**src/hdl/cnf_pkg.sv**
```systemverilog
// Package for the conditional nesting filter: payload structs, codes,
// the transition table and the action table. No dependencies.
package cnf_pkg;

  localparam int NUM_KINDS   = 10;
  localparam int NUM_STATES  = 10;
  localparam int NUM_ACTS    = 25;
  localparam int LINE_W      = 24;
  localparam int QUEUE_DEPTH = 2;

  typedef enum logic [3:0] {
    LK_IF, LK_IF_TRUE, LK_IF_FALSE, LK_ELIF, LK_ELIF_TRUE, LK_ELIF_FALSE,
    LK_ELSE, LK_ENDIF, LK_PLAIN, LK_EOF
  } line_kind_t;

  typedef enum logic [3:0] {
    S_OUTSIDE, S_FALSE_PREFIX, S_TRUE_PREFIX, S_PASS_MIDDLE, S_FALSE_MIDDLE,
    S_TRUE_MIDDLE, S_PASS_ELSE, S_FALSE_ELSE, S_TRUE_ELSE, S_FALSE_TRAILER
  } level_state_t;

  typedef enum logic [2:0] {
    ERR_NONE, ERR_ORPHAN_ELIF, ERR_ORPHAN_ELSE, ERR_ORPHAN_ENDIF,
    ERR_EARLY_EOF, ERR_TOO_DEEP, ERR_HALTED
  } err_code_t;

  typedef enum logic [1:0] {RW_NONE, RW_IF, RW_ELSE, RW_ENDIF} rewrite_t;

  typedef enum logic [2:0] {K_STAY, K_SET, K_NEST, K_POP, K_ERR, K_EOF} act_kind_t;

  typedef enum logic [4:0] {
    A_PRINT, A_DROP, A_FPASS, A_FTRUE, A_FFALSE, A_FDROP, A_STRUE, A_SFALSE,
    A_SELSE, A_PELIF, A_PELSE, A_DFALSE, A_DELIF, A_DELSE, A_MPASS, A_MTRUE,
    A_MELIF, A_MELSE, A_PENDIF, A_DENDIF, A_OELIF, A_OELSE, A_OENDIF,
    A_EARLY, A_DONE
  } act_id_t;

  typedef struct packed {
    logic      keep;
    rewrite_t  rewrite;
    act_kind_t kind;
    logic [3:0] arg;   // new state, or error code
  } act_t;

  localparam act_t ACTS [NUM_ACTS] = '{
    '{1'b1, RW_NONE,  K_STAY, 4'd0}, '{1'b0, RW_NONE,  K_STAY, 4'd0},
    '{1'b1, RW_NONE,  K_NEST, 4'd3}, '{1'b0, RW_NONE,  K_NEST, 4'd2},
    '{1'b0, RW_NONE,  K_NEST, 4'd1}, '{1'b0, RW_NONE,  K_NEST, 4'd9},
    '{1'b0, RW_NONE,  K_SET,  4'd2}, '{1'b0, RW_NONE,  K_SET,  4'd1},
    '{1'b0, RW_NONE,  K_SET,  4'd8},
    '{1'b1, RW_NONE,  K_SET,  4'd3}, '{1'b1, RW_NONE,  K_SET,  4'd6},
    '{1'b0, RW_NONE,  K_SET,  4'd9}, '{1'b0, RW_NONE,  K_SET,  4'd4},
    '{1'b0, RW_NONE,  K_SET,  4'd7},
    '{1'b1, RW_IF,    K_SET,  4'd3}, '{1'b1, RW_ELSE,  K_SET,  4'd5},
    '{1'b1, RW_ENDIF, K_SET,  4'd9}, '{1'b1, RW_ENDIF, K_SET,  4'd7},
    '{1'b1, RW_NONE,  K_POP,  4'd0}, '{1'b0, RW_NONE,  K_POP,  4'd0},
    '{1'b0, RW_NONE,  K_ERR,  4'd1}, '{1'b0, RW_NONE,  K_ERR,  4'd2},
    '{1'b0, RW_NONE,  K_ERR,  4'd3}, '{1'b0, RW_NONE,  K_ERR,  4'd4},
    '{1'b0, RW_NONE,  K_EOF,  4'd0}
  };

  // Rows follow level_state_t, columns follow line_kind_t.
  localparam act_id_t TRANS [NUM_STATES][NUM_KINDS] = '{
    '{A_FPASS, A_FTRUE, A_FFALSE, A_OELIF, A_OELIF, A_OELIF, A_OELSE, A_OENDIF,
      A_PRINT, A_DONE},
    '{A_FDROP, A_FDROP, A_FDROP, A_MPASS, A_STRUE, A_SFALSE, A_SELSE, A_DENDIF,
      A_DROP, A_EARLY},
    '{A_FPASS, A_FTRUE, A_FFALSE, A_DFALSE, A_DFALSE, A_DFALSE, A_DELSE, A_DENDIF,
      A_PRINT, A_EARLY},
    '{A_FPASS, A_FTRUE, A_FFALSE, A_PELIF, A_MTRUE, A_DELIF, A_PELSE, A_PENDIF,
      A_PRINT, A_EARLY},
    '{A_FDROP, A_FDROP, A_FDROP, A_PELIF, A_MTRUE, A_DELIF, A_PELSE, A_PENDIF,
      A_DROP, A_EARLY},
    '{A_FPASS, A_FTRUE, A_FFALSE, A_MELIF, A_MELIF, A_MELIF, A_MELSE, A_PENDIF,
      A_PRINT, A_EARLY},
    '{A_FPASS, A_FTRUE, A_FFALSE, A_OELIF, A_OELIF, A_OELIF, A_OELSE, A_PENDIF,
      A_PRINT, A_EARLY},
    '{A_FDROP, A_FDROP, A_FDROP, A_OELIF, A_OELIF, A_OELIF, A_OELSE, A_DENDIF,
      A_DROP, A_EARLY},
    '{A_FPASS, A_FTRUE, A_FFALSE, A_OELIF, A_OELIF, A_OELIF, A_OELSE, A_DENDIF,
      A_PRINT, A_EARLY},
    '{A_FDROP, A_FDROP, A_FDROP, A_DFALSE, A_DFALSE, A_DFALSE, A_DELSE, A_DENDIF,
      A_DROP, A_EARLY}
  };

  typedef struct packed {
    logic [3:0]        line_kind;
    logic [LINE_W-1:0] line_number;
    logic              in_comment;
    logic              in_quote;
  } in_item_t;

  typedef struct packed {
    logic              keep_line;
    logic [1:0]        keyword_rewrite;
    logic [2:0]        error_code;
    logic              eof_in_comment;
    logic              eof_in_quote;
    logic [5:0]        nest_depth;
    logic [3:0]        level_state;
    logic              dropping;
    logic              unconditional;
    logic [LINE_W-1:0] open_start_line;
  } out_item_t;

  // Classified line as handed from the front to the back.
  typedef struct packed {
    logic              known;
    line_kind_t        kind;
    logic [LINE_W-1:0] line;
    logic              in_comment;
    logic              in_quote;
  } cmd_t;

  // One nesting level: its state and the line where its #if opened.
  typedef struct packed {
    level_state_t      state;
    logic [LINE_W-1:0] line;
  } level_t;

endpackage

```
**src/hdl/conditional_nesting_filter.sv**
```systemverilog
// Top level of the conditional nesting filter: front, queue and back.
// Depends on cnf_pkg, cnf_front, cnf_queue and cnf_back.
//
//   channel | ports                          | direction | payload
//   in      | in_valid, in_ready, in_data    | input     | in_item_t
//   out     | out_valid, out_ready, out_data | output    | out_item_t
//
// One line per cycle sustained while out_ready holds; each line loads the input
// register, then a queue slot, then the result register.
// The back end updates the top of the nesting stack in registers; one stack
// memory write on a nest and one prefetch read on a pop keep the back end
// from stalling between lines.
// Reset (rst_n, synchronous) clears depth, top level and halt; no clearing pass.
// A stalled output fills the queue, then the front register, then drops in_ready.
module conditional_nesting_filter
  import cnf_pkg::*;
#(
  parameter int MAX_NEST = 64
) (
  input  logic      clk,
  input  logic      rst_n,
  input  logic      in_valid,
  output logic      in_ready,
  input  in_item_t  in_data,
  output logic      out_valid,
  input  logic      out_ready,
  output out_item_t out_data
);

  logic fr_valid, fr_ready;
  cmd_t fr_cmd;
  logic bk_valid, bk_ready;
  cmd_t bk_cmd;

  cnf_front u_front (
    .clk       (clk),
    .rst_n     (rst_n),
    .in_valid  (in_valid),
    .in_ready  (in_ready),
    .in_data   (in_data),
    .cmd_valid (fr_valid),
    .cmd_ready (fr_ready),
    .cmd       (fr_cmd)
  );

  cnf_queue u_queue (
    .clk        (clk),
    .rst_n      (rst_n),
    .push_valid (fr_valid),
    .push_ready (fr_ready),
    .push_cmd   (fr_cmd),
    .pop_valid  (bk_valid),
    .pop_ready  (bk_ready),
    .pop_cmd    (bk_cmd)
  );

  cnf_back #(
    .MAX_NEST (MAX_NEST)
  ) u_back (
    .clk       (clk),
    .rst_n     (rst_n),
    .cmd_valid (bk_valid),
    .cmd_ready (bk_ready),
    .cmd       (bk_cmd),
    .out_valid (out_valid),
    .out_ready (out_ready),
    .out_data  (out_data)
  );

endmodule

```
**src/hdl/cnf_front.sv**
```systemverilog
// Front end: registers incoming lines and classifies the line kind.
// Depends on cnf_pkg.
module cnf_front
  import cnf_pkg::*;
(
  input  logic     clk,
  input  logic     rst_n,
  input  logic     in_valid,
  output logic     in_ready,
  input  in_item_t in_data,
  output logic     cmd_valid,
  input  logic     cmd_ready,
  output cmd_t     cmd
);

  logic valid_r, valid_nxt;
  cmd_t cmd_r, cmd_nxt;
  logic known;

  // Classify: codes past end of file are unknown and leave everything alone
  assign known = (in_data.line_kind < 4'(NUM_KINDS));

  always_comb begin
    cmd_nxt.known      = known;
    cmd_nxt.kind       = known ? line_kind_t'(in_data.line_kind) : LK_PLAIN;
    cmd_nxt.line       = in_data.line_number;
    cmd_nxt.in_comment = in_data.in_comment;
    cmd_nxt.in_quote   = in_data.in_quote;
  end

  // Take a new line whenever the held one moves on
  assign in_ready  = !valid_r || cmd_ready;
  assign valid_nxt = in_ready ? in_valid : valid_r;

  always_ff @(posedge clk) begin
    if (!rst_n) begin
      valid_r <= 1'b0;
    end else begin
      valid_r <= valid_nxt;
    end
  end

  always_ff @(posedge clk) begin
    if (in_valid && in_ready) begin
      cmd_r <= cmd_nxt;
    end
  end

  assign cmd_valid = valid_r;
  assign cmd       = cmd_r;

endmodule

```
**src/hdl/cnf_queue.sv**
```systemverilog
// Short queue of classified lines between front and back.
// Depends on cnf_pkg (cmd_t, QUEUE_DEPTH).
module cnf_queue
  import cnf_pkg::*;
(
  input  logic clk,
  input  logic rst_n,
  input  logic push_valid,
  output logic push_ready,
  input  cmd_t push_cmd,
  output logic pop_valid,
  input  logic pop_ready,
  output cmd_t pop_cmd
);

  localparam int PW = $clog2(QUEUE_DEPTH);

  cmd_t            slots [QUEUE_DEPTH];
  logic [PW-1:0]   wr_ptr_r, wr_ptr_nxt;
  logic [PW-1:0]   rd_ptr_r, rd_ptr_nxt;
  logic [PW:0]     count_r, count_nxt;
  logic            push, pop;

  assign push_ready = (count_r != (PW+1)'(QUEUE_DEPTH)) || pop_ready;
  assign pop_valid  = (count_r != '0);
  assign push       = push_valid && push_ready;
  assign pop        = pop_valid && pop_ready;
  assign pop_cmd    = slots[rd_ptr_r];

  // Advance pointers with wrap at the queue depth
  always_comb begin
    wr_ptr_nxt = wr_ptr_r;
    rd_ptr_nxt = rd_ptr_r;
    count_nxt  = count_r;
    if (push) begin
      wr_ptr_nxt = (wr_ptr_r == PW'(QUEUE_DEPTH - 1)) ? '0 : wr_ptr_r + 1'b1;
    end
    if (pop) begin
      rd_ptr_nxt = (rd_ptr_r == PW'(QUEUE_DEPTH - 1)) ? '0 : rd_ptr_r + 1'b1;
    end
    if (push && !pop) begin
      count_nxt = count_r + 1'b1;
    end else if (pop && !push) begin
      count_nxt = count_r - 1'b1;
    end
  end

  always_ff @(posedge clk) begin
    if (!rst_n) begin
      wr_ptr_r <= '0;
      rd_ptr_r <= '0;
      count_r  <= '0;
    end else begin
      wr_ptr_r <= wr_ptr_nxt;
      rd_ptr_r <= rd_ptr_nxt;
      count_r  <= count_nxt;
    end
  end

  always_ff @(posedge clk) begin
    if (push) begin
      slots[wr_ptr_r] <= push_cmd;
    end
  end

endmodule

```
**src/hdl/cnf_back.sv**
```systemverilog
// Back end: nesting stack, transition lookup and result register.
// Depends on cnf_pkg (tables, level_t, out_item_t).
module cnf_back
  import cnf_pkg::*;
#(
  parameter int MAX_NEST = 64
) (
  input  logic      clk,
  input  logic      rst_n,
  input  logic      cmd_valid,
  output logic      cmd_ready,
  input  cmd_t      cmd,
  output logic      out_valid,
  input  logic      out_ready,
  output out_item_t out_data
);

  localparam int DW = $clog2(MAX_NEST);
  localparam logic [DW-1:0] DEPTH_LAST = DW'(MAX_NEST - 1);

  // Levels below the top; the top level lives in registers
  level_t        mem [MAX_NEST];
  level_t        rd_r;
  level_t        below_r, below_nxt, below_eff;
  logic          sel_rd_r, sel_rd_nxt;

  level_state_t  top_state_r, top_state_nxt;
  logic [LINE_W-1:0] top_line_r, top_line_nxt;
  logic [DW-1:0] depth_r, depth_nxt;
  logic          halted_r, halted_nxt;

  logic          out_valid_r, out_valid_nxt;
  out_item_t     out_data_r, out_data_nxt;

  logic          go, push, pop;
  logic [DW-1:0] rd_addr;
  act_t          act;

  assign cmd_ready = !out_valid_r || out_ready;
  assign go        = cmd_valid && cmd_ready;
  assign below_eff = sel_rd_r ? rd_r : below_r;
  assign rd_addr   = depth_r - DW'(2);
  assign act       = ACTS[TRANS[top_state_r][cmd.kind]];

  // Carry out the table action and build the result
  always_comb begin
    top_state_nxt = top_state_r;
    top_line_nxt  = top_line_r;
    depth_nxt     = depth_r;
    halted_nxt    = halted_r;
    below_nxt     = below_r;
    sel_rd_nxt    = sel_rd_r;
    push          = 1'b0;
    pop           = 1'b0;
    out_data_nxt  = '0;
    out_data_nxt.error_code = ERR_NONE;

    if (go) begin
      if (halted_r) begin
        out_data_nxt.error_code = ERR_HALTED;
      end else if (cmd.known) begin
        unique case (act.kind)
          K_STAY: begin
            out_data_nxt.keep_line = act.keep;
          end
          K_SET: begin
            top_state_nxt                = level_state_t'(act.arg);
            out_data_nxt.keep_line       = act.keep;
            out_data_nxt.keyword_rewrite = act.rewrite;
          end
          K_NEST: begin
            if (depth_r == DEPTH_LAST) begin
              out_data_nxt.error_code = ERR_TOO_DEEP;
              halted_nxt              = 1'b1;
            end else begin
              push                   = 1'b1;
              below_nxt              = '{state: top_state_r, line: top_line_r};
              sel_rd_nxt             = 1'b0;
              depth_nxt              = depth_r + 1'b1;
              top_state_nxt          = level_state_t'(act.arg);
              top_line_nxt           = cmd.line;
              out_data_nxt.keep_line = act.keep;
            end
          end
          K_POP: begin
            if (depth_r != '0) begin
              pop           = 1'b1;
              sel_rd_nxt    = 1'b1;
              depth_nxt     = depth_r - 1'b1;
              top_state_nxt = below_eff.state;
              top_line_nxt  = below_eff.line;
            end
            out_data_nxt.keep_line = act.keep;
          end
          K_ERR: begin
            out_data_nxt.error_code = act.arg[2:0];
            halted_nxt              = 1'b1;
          end
          K_EOF: begin
            out_data_nxt.eof_in_comment = cmd.in_comment;
            out_data_nxt.eof_in_quote   = cmd.in_quote;
          end
          default: begin
            out_data_nxt.keep_line = 1'b0;
          end
        endcase
      end
    end

    out_data_nxt.nest_depth      = 6'(depth_nxt);
    out_data_nxt.level_state     = top_state_nxt;
    out_data_nxt.open_start_line = top_line_nxt;
    case (top_state_nxt) inside
      S_FALSE_PREFIX, S_FALSE_MIDDLE, S_FALSE_ELSE, S_FALSE_TRAILER:
        out_data_nxt.dropping = 1'b1;
      default:
        out_data_nxt.dropping = 1'b0;
    endcase
    case (top_state_nxt) inside
      S_OUTSIDE, S_TRUE_PREFIX, S_TRUE_MIDDLE, S_TRUE_ELSE:
        out_data_nxt.unconditional = 1'b1;
      default:
        out_data_nxt.unconditional = 1'b0;
    endcase

    // Hold the result until taken, load a new one on every accepted line
    out_valid_nxt = go ? 1'b1 : (out_valid_r && !out_ready);
  end

  always_ff @(posedge clk) begin
    if (!rst_n) begin
      top_state_r <= S_OUTSIDE;
      top_line_r  <= '0;
      depth_r     <= '0;
      halted_r    <= 1'b0;
      sel_rd_r    <= 1'b0;
      out_valid_r <= 1'b0;
    end else begin
      top_state_r <= top_state_nxt;
      top_line_r  <= top_line_nxt;
      depth_r     <= depth_nxt;
      halted_r    <= halted_nxt;
      sel_rd_r    <= sel_rd_nxt;
      out_valid_r <= out_valid_nxt;
    end
  end

  always_ff @(posedge clk) begin
    below_r <= below_nxt;
    if (go) begin
      out_data_r <= out_data_nxt;
    end
  end

  // Stack memory: push writes the old top, pop prefetches the next level down
  always_ff @(posedge clk) begin
    if (push) begin
      mem[depth_r] <= '{state: top_state_r, line: top_line_r};
    end
    if (pop) begin
      rd_r <= mem[rd_addr];
    end
  end

  assign out_valid = out_valid_r;
  assign out_data  = out_data_r;

endmodule

```
**config.mk**
```make
export PLATFORM = sky130hd
export DESIGN_NAME = conditional_nesting_filter
export DESIGN_NICKNAME = d
export VERILOG_FILES = /design/src/hdl/cnf_pkg.sv /design/src/hdl/conditional_nesting_filter.sv /design/src/hdl/cnf_front.sv /design/src/hdl/cnf_queue.sv /design/src/hdl/cnf_back.sv
export SDC_FILE = /design/constraint.sdc
export NUM_CORES = 2
export LEC_CHECK = 0
export BUFFER_PORTS_ARGS = -buffer_cell sky130_fd_sc_hd__buf_2
export CORE_MARGIN = 2
export CORE_UTILIZATION = 46
export CTS_BUF_LIST = sky130_fd_sc_hd__clkbuf_2 sky130_fd_sc_hd__clkbuf_4 sky130_fd_sc_hd__clkbuf_8
export DETAILED_ROUTE_END_ITERATION = 7
export GPL_TIMING_DRIVEN = 0
export HOLD_SLACK_MARGIN = 0.08
export PLACE_DENSITY = 0.71
export SYNTH_ARGS = -nofsm -noshare
export SYNTH_HDL_FRONTEND = slang
export SYNTH_HIERARCHICAL = 1
export SYNTH_SLANG_ARGS = --single-unit
```
**constraint.sdc**
```tcl
create_clock -name clk -period 21.5 [get_ports clk]
set_input_delay 0 -clock clk [delete_from_list [all_inputs] [get_ports clk]]
set_output_delay 0 -clock clk [all_outputs]
set_load 0.02 [all_outputs]
```
## Word level (Yosys, flattened, before mapping)

Memory sizes are Yosys's and may differ from the RTL's. A register that Yosys moved wholly into a read port is not among the register bits.
Index checks and enable logic that the tools add are counted.

- Add/sub/neg operators: 7
- $mul: 0
- Div/mod/pow operators: 0
- Magnitude comparators: 4
- Equal/unequal tests: 16
- Shift operators: 0
- Multiplexer cells: 62
- Bitwise logic cells: 8
- Reductions and logical operators: 28

Operators with widths:

| operator | count |
|---|---|
| 24-bit two-way mux | 5 |
| 50-bit two-way mux | 2 |
| 24-bit case mux with 2 select lines | 1 |
| 6-bit two-way mux | 5 |
| 28-bit two-way mux | 1 |
| 1-bit two-way mux | 27 |
| 5-bit binary-select mux with 4-bit select | 1 |
| 10-bit two-way mux | 2 |
| 4-bit two-way mux | 5 |
| 5-bit two-way mux | 3 |
| 4-bit by 3-bit == test with 1-bit output, second input constant | 3 |
| 4-bit case mux with 3 select lines | 1 |
| 6-bit case mux with 2 select lines | 1 |
| 5-bit greater-or-equal comparator, second input constant | 2 |
| 4-bit NOT with 5-bit output | 2 |
| 3-bit OR reduction | 3 |
| 4-bit == test, second input constant | 2 |
| 4-bit OR reduction | 2 |
| 6-bit by 1-bit adder with 6-bit output, second input constant | 1 |
| 3-bit by 2-bit == test with 1-bit output, second input constant | 2 |
| 3-bit == test, second input constant | 2 |
| 6-bit == test, second input constant | 1 |
| 6-bit greater-or-equal comparator, second input constant | 1 |
| 1-bit logical AND | 6 |
| 26 further kinds | 44 |

- Bits in registers: 145
- Latch bits: 0
- Memory bits (writable): 1,854
- Memory bits (read-only): 1,120
- Memories: 4

Memory list:

| memory | depth | bits a word | rd ports | clocked after memory_dff | wr ports | line | source |
|---|---|---|---|---|---|---|---|
| u_back.mem | 64 | 28 | 1 | 1 | 1 | cnf_back.sv:22 | `level_t mem [MAX_NEST];` |
| (name not given) | 16 | 50 | 1 | 0 | 0 | cnf_back.sv:43 | `assign act = ACTS[TRANS[top_state_r][cmd.kind]];` |
| (name not given) | 32 | 10 | 1 | 0 | 0 | cnf_back.sv:43 |  |
| u_queue.slots | 2 | 31 | 1 | 1 | 1 | cnf_queue.sv:18 | `cmd_t slots [QUEUE_DEPTH];` |

## Depth between registers and ports, before layout

- Depth in word-level cells: 19
- Mapped depth: 20

## Hierarchy

The synthesis kept the hierarchy.

Modules (own cells, without submodules):

| module | times used | cells each | area each (sq um) |
|---|---|---|---|
| cnf_back | 1 | 3,167 | 74,460.2 |
| cnf_queue | 1 | 120 | 2,476.1 |
| cnf_front | 1 | 41 | 1,017.2 |

## Worst setup path after synthesis

OpenSTA, ideal clock, no wires.

- Path kind: reg-to-reg
- Start: reg u_back.top_state_r[0]
- End: reg u_back.out_data_r (netlist bit u_back/out_data[25]) (data pin)
- Library setup time: 0.265 ns
- Arrival time: 7.148 ns
- Data required time: 21.235 ns
- Path slack: 14.087 ns
- Stages on the path, launching flop included: 17
- Period minus slack after synthesis: 7.413 ns
- Cell sequence: dfxtp_1 inv_1 ha_1 nand2b_1 and3_1 o41a_1 a21oi_2 buf_1 ha_1 inv_1 a211oi_1 o211ai_1 nor3_2 nor3b_1 a222oi_1 xnor2_1 o22ai_1

RTL lines:

| element | line | source |
|---|---|---|
| from (decl) | cnf_back.sv:27 | `level_state_t top_state_r, top_state_nxt;` |
| from (signal assigned) | cnf_back.sv:139 | `top_state_r <= top_state_nxt;` |
| to (signal assigned) | cnf_back.sv:151 | `out_data_r <= out_data_nxt;` |
| to (decl) | cnf_back.sv:33 | `out_item_t out_data_r, out_data_nxt;` |

## Worst setup path after layout

- Start: reg u_back.top_state_r[1]
- End: mem u_back/mem[45][23] (netlist name) (enable)

- Cells in the longest elaborated chain, start to end: 18

RTL lines:

| element | line | source |
|---|---|---|
| 4-bit NOT with 5-bit output (implied by the code) | cnf_back.sv:43 |  |
| memory read 16 x 50 bit | n/a |  |
| 50-bit two-way mux (implied by the code) (2 in series) | cnf_back.sv:43 |  |
| 5-bit binary-select mux with 4-bit select | cnf_back.sv:43 |  |
| 5-bit two-way mux (implied by the code) (2 in series) | cnf_back.sv:43 |  |
| 5-bit NOT with 6-bit output (implied by the code) | cnf_back.sv:43 |  |
| memory read 32 x 10 bit | n/a |  |
| 10-bit two-way mux (implied by the code) (2 in series) | cnf_back.sv:43 |  |
| 3-bit by 2-bit == test with 1-bit output | cnf_back.sv:62 | `unique case (act.kind)` |
| 1-bit two-way mux | cnf_back.sv:62 |  |
| 1-bit two-way mux | cnf_back.sv:61 | `end else if (cmd.known) begin` |
| 1-bit two-way mux | cnf_back.sv:59 | `if (halted_r) begin` |
| 1-bit two-way mux | cnf_back.sv:58 | `if (go) begin` |
| 1-bit two-way mux | cnf_back.sv:157 | `if (push) begin` |
| 1-bit two-way mux (implied by the code) | cnf_back.sv:158 | `mem[depth_r] <= '{state: top_state_r, line: top_line_r};` |
| to (decl) | cnf_back.sv:22 |  |

Every way passes these cells. The select of a mux whose other input is x is not followed.

==> flow_summary_export.csv <==
group,metric,value,unit
final_layout,final_cell_mix,"edfxtp_1 (1985), mux4_2 (588), clkbuf_8 (348)",
floorplanning,core,169000,um^2
placement,dp_slack,13.91,ns
route,drt_iter0_drc,4887,
logic_synthesis,ys_warn_count,6,
floorplanning,die_area,173000,um^2
cts,clock_sinks,2028,
logic_synthesis,syn_area,78000,um^2
sta,rsz0062_at_grt,"false",
run,max_cap_violations,0,
critical_path,timing.rr.start,"u_back/top_state_r[1]",
global_routing,grt_overflow,0,
critical_path,regToRegSetupSlack,13.81,ns
global_routing,antenna_found_initial,11,
final_layout,layout-drive-gt1-share,35.0,%
worst_hold_path,hp-start,"rst_n",
logic_synthesis,synth-seq-area-share,77.6,%
status,status,"finished clean",
route,drt-vias-per-instance,6.09,
logic_synthesis,yosys.area.top_type_share,76.5,%
route,dr.pass1.iters,5,
critical_path,crit_fanout,41,
critical_path,path_class,"reg2reg",
critical_path,reg2reg_depth,15,
logic_synthesis,synth_area_leaders,"edfxtp_1 (76%), mux4_2 (17%), dfxtp_1 (1.1%)",
cts,ctsHoldBuffers,69,
logic_synthesis,synth_cell_type_count,74,
critical_path,worst_ep_arrival_time,8.42,ns
floorplanning,initial_core_util,46.2,%
cts,cts_tree,"done",
worst_hold_path,hold_end,"u_back/sel_rd_r",
cts,htree_levels,5,
cts,cts_setup_buffers,0,
cts,cts_made_buffers,331,
worst_hold_path,hold_path_depth,5,
critical_path,r2r_end,"u_back/mem[45][23]",
pwr,p_total,0.00860,W
floorplanning,die_w,416,um
route,avgRoutedWirePerCell,30.9,um
sta,fmax,130,MHz
floorplanning,die_h,416,um
route,drc,0,
pwr,leakagePower,25.6,nW
cts,clock_latency,1.03,ns
critical_path,worstPathRequired,22.23,ns
final_layout,mostFrequentLayoutCell,"edfxtp_1",
sta,setup_tns,0,ns
critical_path,endpoint_kind,"flop",
logic_synthesis,netlist_instances,3328,
final_layout,syn2layout_area_growth,16.7,%
placement,hpwl,132,mm
logic_synthesis,syn_nets,3386,
pwr,powerDensity,94.6,nW/um^2
logic_synthesis,async_reset_ff_share,0,%
route,drtAntennaViolNets,0,
global_routing,grt_pass1_wl,280,mm
sta,setup_viol,0,
cts,root_buffer,"clkbuf_8",
sta,layout_setup_ws,13.81,ns
sta,slew_viol_final,0,
sta,fin_worst_skew,0.0804,ns
floorplanning,rows,151,
route,via_count,38800,
global_routing,grt_max_degree,67,
sta,whs,0.146,ns
floorplanning,pin_count,80,
sta,period_minus_slack,7.69,ns
sta,max_slew_margin,2.94,%
logic_synthesis,ys.flop_type,"edfxtp_1",
placement,gp_congestion,0.907,
global_routing,grt_pass1_vias,38800,
cts,path_clk_slew,0.06,ns
route,routed_wl,196,mm
final_layout,post-route-util,53.8,%
global_routing,grt_util_all_layers,22.8,%
final_layout,nets,3962,
cts,clockBufferDepth,4,
pwr,ir_drop,0.0000749,V
cts,ctsResizeCount,0,
critical_path,critPathLaunchType,"flop",
worst_hold_path,hold_path_class,"in2reg",
placement,numPortBuffers,79,
logic_synthesis,syn_avg_cell_area,23.4,um^2
sta,tightest_slew,1.46,ns
logic_synthesis,synth_edf_count,1985,
logic_synthesis,synth_top_cell_by_area,"edfxtp_1",
sta,layout_worst_path_cycle_share,35.8,%
logic_synthesis,synth_seq_cells,2028,
sta,finalHoldViolations,0,
-- how the worst max path moves through the flow --
stage	from	end	slack, ns	cells past startpoint
global placement	u_back/top_state_r[0]	u_back/out_data[25]	10.63	17
CTS	u_back/top_state_r[0]	u_back/mem[45][20]	13.93	16
floorplan	u_back/top_state_r[0]	u_back/out_data[25]	14.09	16
detailed placement	u_back/top_state_r[0]	u_back/mem[45][6]	13.91	16
global route	u_back/top_state_r[0]	u_back/mem[47][22]	13.52	16
finish	u_back/top_state_r[1]	u_back/mem[45][23]	13.81	15
-- critical path: stages (launching register included) --
cell,delay (ns)
dfxtp_2,1.01
inv_1,0.21
ha_1,0.37
nand2b_1,0.19
and3_1,0.21
o41a_1,0.44
a21oi_2,0.23
buf_1,0.37
ha_1,0.28
nand3_1,0.12
nor2_1,0.44
nand2_1,0.33
inv_1,1.02
nand3_1,1.02
nor2_4,0.89
buf_16,0.24
-- logic make-up after synthesis --
group | share of synthesized area [%]
adders and majority gates | 0.385
muxes | 17.9
xor gates and xnor gates | 0.101
and+or+nand+nor | 1.73
DFF | 77.6
buffers and inverters | 0.944
AOI/OAI and AO/OA | 1.35
-- Yosys cell counts (all sizes together), types with 8 or more instances --
master  count
or2         8
o21ai      40
inv        26
a21oi      24
mux4      588
mux2       59
nor2       90
buf        53
and2       41
clkbuf    111
nand2      64
nand3      20
nand2b     11
ha         24
edfxtp   1985
dfxtp      43
a22oi      25
-- per-stage QoR --
stage	std cells	area [um^2]
4_1_cts	6346	90900
2_1_floorplan	3328	78000
5_1_grt	6351	90900
6_report	6360	90900
3_5_place_dp	5718	83900
3_3_place_gp	5625	81100
-- area by class of cell --
class | count | area, um^2
fill | 12300 | 78000
sequential | 2028 | 60500
multi-input combinational | 1110 | 17200
clock buffer | 440 | 5480
timing repair buffer | 243 | 3410
tap | 2218 | 2780
clock inverter | 119 | 758
buffer | 164 | 643
inverter | 26 | 97.6
antenna | 12 | 30.0
-- registers in the layout, summed over array words and instances (netlist names), 2 cells and up, named ones only --
register and count:
u_back/rd_r 28, u_back/below_r 28, u_back/depth_r 6, u_back/mem 1792, u_queue/slots 62, u_front/cmd 31
u_queue/count_r 2, u_back/top_state_r 4, u_back/top_line_r 24, u_back/out_data 44
-- per-layer routing --
| metal | vias up | wire, um | GRT usage [%] |
|---|---|---|---|
| met2 | 2299 | 92500 | 35.5 |
| met4 | 4 | 8750 | 9.90 |
| li1 | 15400 | - | - |
| met3 | 405 | 20200 | 5.50 |
| met1 | 20600 | 74800 | 30.9 |
| met5 | - | 34 | 0 |
-- where the power goes --
group          internal [W]  total (W)  switching (W)
sequential          0.00444    0.00451      0.0000695
clock               0.00175    0.00321        0.00145
combinational      0.000343   0.000889       0.000546
No activity file was read; power rests on OpenSTA's default activity.
